===== src/clis_pkg.sv =====
// ----------------------------------------------------------------------------
// clis_pkg
// Types and constants shared by the blocks that count longest strictly
// increasing subsequences, and the saturating count adder of the datapath.
// ----------------------------------------------------------------------------
package clis_pkg;

	localparam int VALUE_W   = 32;
	localparam int COUNT_W   = 63;
	localparam int LEN_OUT_W = 11;

	localparam logic [COUNT_W-1:0]   COUNT_MAX     = {COUNT_W{1'b1}};
	localparam logic [LEN_OUT_W-1:0] LEN_FIELD_MAX = {LEN_OUT_W{1'b1}};

	// one input transfer
	typedef struct packed {
		logic signed [VALUE_W-1:0] value;
		logic                      last;
	} in_t;

	// one result transfer
	typedef struct packed {
		logic [LEN_OUT_W-1:0] lis_length;
		logic [COUNT_W-1:0]   path_count;
		logic                 count_saturated;
		logic                 too_many_items;
	} out_t;

	// controller to datapath
	typedef struct packed {
		logic accept;
		logic drop;
		logic rd;
		logic commit;
		logic emit;
	} cmd_t;

	// datapath to controller
	typedef struct packed {
		logic full;
		logic empty;
		logic scan_end;
		logic in_last;
		logic held_last;
	} status_t;

	typedef struct packed {
		logic [COUNT_W-1:0] sum;
		logic               sat;
	} sat_sum_t;

	// both operands are at most COUNT_MAX, so overflow shows in the top bit
	function automatic sat_sum_t sat_add(input logic [COUNT_W-1:0] a,
		input logic [COUNT_W-1:0] b);
		logic [COUNT_W:0] s;
		sat_sum_t         r;
		s     = {1'b0, a} + {1'b0, b};
		r.sat = s[COUNT_W];
		r.sum = s[COUNT_W] ? COUNT_MAX : s[COUNT_W-1:0];
		return r;
	endfunction

endpackage


===== src/clis_ctrl.sv =====
// ----------------------------------------------------------------------------
// clis_ctrl
// Sequencer: accepts an item, walks the stored entries, commits the new
// entry (or drops the item when the store is full) and issues the result on the final item.
// ----------------------------------------------------------------------------
module clis_ctrl import clis_pkg::*; (
	input  logic    clk,
	input  logic    arst_n,
	input  logic    start,
	input  status_t status,
	output cmd_t    cmd,
	output logic    busy
);

	typedef enum logic [2:0] {
		ST_IDLE,
		ST_SCAN,
		ST_DRAIN,
		ST_COMMIT,
		ST_EMIT
	} state_t;

	state_t state_q;
	state_t state_d;
	logic   busy_q;

	assign busy = busy_q;

	// next state
	always_comb begin
		state_d = state_q;
		case (state_q)
			ST_IDLE: begin
				if (start) begin
					if (status.full) begin
						state_d = status.in_last ? ST_EMIT : ST_IDLE;
					end else if (status.empty) begin
						state_d = ST_COMMIT;
					end else begin
						state_d = ST_SCAN;
					end
				end
			end
			ST_SCAN: begin
				if (status.scan_end) begin
					state_d = ST_DRAIN;
				end
			end
			ST_DRAIN:  state_d = ST_COMMIT;
			ST_COMMIT: state_d = status.held_last ? ST_EMIT : ST_IDLE;
			ST_EMIT:   state_d = ST_IDLE;
			default:   state_d = ST_IDLE;
		endcase
	end

	// commands to the datapath
	always_comb begin
		cmd.accept = (state_q == ST_IDLE) && start;
		cmd.drop   = (state_q == ST_IDLE) && start && status.full;
		cmd.rd     = (state_q == ST_SCAN);
		cmd.commit = (state_q == ST_COMMIT);
		cmd.emit   = (state_q == ST_EMIT);
	end

	// state and busy flag
	always_ff @(posedge clk or negedge arst_n) begin
		if (!arst_n) begin
			state_q <= ST_IDLE;
			busy_q  <= 1'b0;
		end else begin
			state_q <= state_d;
			busy_q  <= (state_d != ST_IDLE);
		end
	end

endmodule


===== config.mk =====
export PLATFORM = sky130hd
export DESIGN_NAME = clis_ctrl
export DESIGN_NICKNAME = d
export VERILOG_FILES = /design/src/clis_pkg.sv /design/src/clis_ctrl.sv
export SDC_FILE = /design/constraint.sdc
export NUM_CORES = 1
export LEC_CHECK = 0
export ABC_AREA = 1
export BUFFER_PORTS_ARGS = -buffer_cell sky130_fd_sc_hd__buf_4
export CAP_MARGIN = 5
export CORE_AREA = 2 2 39 41
export CTS_BUF_LIST = sky130_fd_sc_hd__clkbuf_16
export CTS_CLUSTER_DIAMETER = 50
export DETAILED_ROUTE_END_ITERATION = 10
export DIE_AREA = 0 0 41 43
export GPL_ROUTABILITY_DRIVEN = 0
export GPL_TIMING_DRIVEN = 0
export PLACE_DENSITY = 0.42
export SKIP_CTS_REPAIR_TIMING = 1
export SLEW_MARGIN = 20
export SYNTH_ARGS = -nofsm -noshare
export SYNTH_HDL_FRONTEND = slang
export SYNTH_SLANG_ARGS = --single-unit

===== constraint.sdc =====
create_clock -name clk -period 1.2 [get_ports clk]
set_input_delay 0.24 -clock clk [delete_from_list [all_inputs] [get_ports clk]]
set_output_delay 0.24 -clock clk [all_outputs]
set_load 0.05 [all_outputs]

==> results.yml <==
routing:
  antenna_left: 0
  avgViaCountPerCell: 4.07
  finalWirelength_um: 718
  vias: 309
  drtIter0Drc: 6
  firstDrtPassIters: 4
  drc: 0
  routedWlPerCell_um: 9.45
cells_and_area:
  antenna_cells: 0
  most-common-layout-cells: "11 x buf_4, 7 x nand2_1, 6 x inv_1, 6 x buf_6, 4 x nand4_1"
  area_growth_pct: 139
  finish.utilization_pct: 42.4
  finalNonFillerCells: 76
  fin_nets: 69
  design_area_um2: 587
  drive_gt1_share_pct: 56.7
  final_common_cell: "buf_4"
timing:
  rsz0062_at_grt: "true"
  finalHoldViolCount: 0
  fmax_mhz: 714
  skew_ns: 0.00414
  drv_slew: 0
  post-route-period-util_pct: 117
  slew_headroom_pct: 87.8
  setup_viol: 5
  tns_ns: -0.851
  period_needed_ns: 1.40
  worstMarginPinSlew_ns: 0.183
  worst_slack_ns: -0.200
global_route:
  grt_overflow: 0
  grt_pass1_wl_um: 986
  grt_usage_pct: 8.28
  antenna_found_initial: 0
  grt_max_degree: 9
  grt_pass1_vias: 252
cts:
  clkTransAtPathRegs_ns: 0.03
  cts_tree: "yes"
  insertion_delay_ns: 0.22
  cts_buffers: 3
  ctsLongestPathBuffers: 2
  cts_root_buf: "clkbuf_16"
  cts_max_level: 1
  numClockSinks: 4
logic_synthesis:
  synthCells: 37
  yosys.area.top_type: "dfrtp_1"
  ys_types: 10
  synth_seq_cells: 4
  synth_area_leaders: "dfrtp_1 41%, nand2_1 12%, inv_1 11%, nand4_1 10%, nor2_1 7.7%"
  syn_area_um2: 245
  synth_seq_area_share_pct: 40.8
  synth_top_cell_area_share_pct: 40.8
  postSynthAreaPerCell_um2: 6.63
  syn_nets: 45
  synth_warnings: 0
status:
  violations: "setup timing"
  status: "complete, but fails checks"
job:
  maxCapViolCount: 0
floorplan:
  fp.dieW_um: 41
  dieArea_mm2: 0.00176
  num_rows: 14
  core_mm2: 0.00138
  ioPinCount: 14
  start_util_pct: 17.7
  dieHeight_um: 43
setup_path:
  critPathArrivalTime_ns: 1.16
  reg2reg_to: "busy"
  critical_path_required_ns: 0.96
  slowest_delay_ns: 0.46
  worstPathCellList: "buf_6 > nor3_4 > buf_6"
  crit_top_cell: "buf_6"
  worst_setup_path_end_kind: "primary output"
  critPathLaunch: "state_q[1]"
  startpoint_type: "register"
  r2r_slack_ns: 0.13
  cp_max_fo: 6
  crit_path_end: "cmd[0]"
  worstSetupPathType: "reg2out"
  slowest_stage: "dfrtp_2"
  r2r_cells: 6
  timing.rr.start: "state_q[1]"
power:
  max-vdd-ir-drop_mv: 1.70
  power.leakage_uw: 0.000294
  p_per_area_mw_per_mm2: 3080
place:
  pre_cts_slack_ns: -0.0583
  dpl.cell_count: 66
  numPortBuffers: 13
  hpwlAfterDp_um: 516
  placed_area_um2: 430
worst_hold_path:
  hold_class: "in2async"
-- per-stage QoR --
| step | hold WS [ns] | power, µW |
|---|---|---|
| floorplan | -0.0556 | 899 |
| global placement | 0.0388 | 1090 |
| detailed placement | 0.0381 | 1090 |
| CTS | -0.198 | 1620 |
| global route | 0.360 | 1900 |
| finish | 0.351 | 1810 |
-- critical path: cells and delay by family, from the launching register on --
kind	cells	cell delay, ns
flip-flops	1	0.46
buffers and inverters	2	0.32
AND/OR/NAND/NOR	1	0.15
-- worst min-delay path by stage --
| stage | slack [ns] | endpoint |
|---|---|---|
| after global routing | 0.36 | state_q[0] |
| after CTS | -0.20 | state_q[0] |
| after floorplan | -0.06 | busy |
| after global placement | 0.04 | busy |
| after detailed placement | 0.04 | busy |
| final | 0.35 | state_q[1] |
-- flip-flops by register name, indices dropped and copies added (netlist names) --
| register | cells |
|---|---|
| busy | 1 |
| state_q | 3 |
-- cells by family (layout without fill, tap and decap cells) --
| group | Yosys count | after routing | share of synthesized area, % |
|---|---|---|---|
| compound gates | 1 | 1 | 2.04 |
| flops | 4 | 4 | 40.8 |
| buf+inv | 8 | 31 | 12.2 |
| simple gates | 24 | 24 | 44.9 |
-- where the power goes --
| group | internal [µW] | switching, µW |
|---|---|---|
| combinational | 403 | 577 |
| sequential | 203 | 99.5 |
| clock | 430 | 95.4 |
-- cell type report --
cell class / count / area [µm²]
multi-input cells: 25 / 176
clock buffers: 3 / 75.1
well taps: 16 / 20.0
repair buffers: 19 / 175
clock inverters: 1 / 3.75
flip-flops and latches: 4 / 104
fillers: 143 / 797
inverters: 8 / 32.5
-- synthesized netlist by cell type --
cell type,count
dfrtp_1,4
nor2_2,1
nor2_1,5
nand4_1,4
inv_2,1
nor3_1,3
inv_1,7
nand3_1,3
o21ai_0,1
nand2_1,8
-- layer usage --
metal	GRT usage [%]	routed length (µm)	vias to the layer above	share of wire [%]
met5	0	0	-	0
met4	8.00	0	0	0
met3	0	18	0	2.5
met2	10.6	379	4	53
met1	11.8	320	141	45
li1	-	-	164	-
Power figures use the tool's default switching activity.
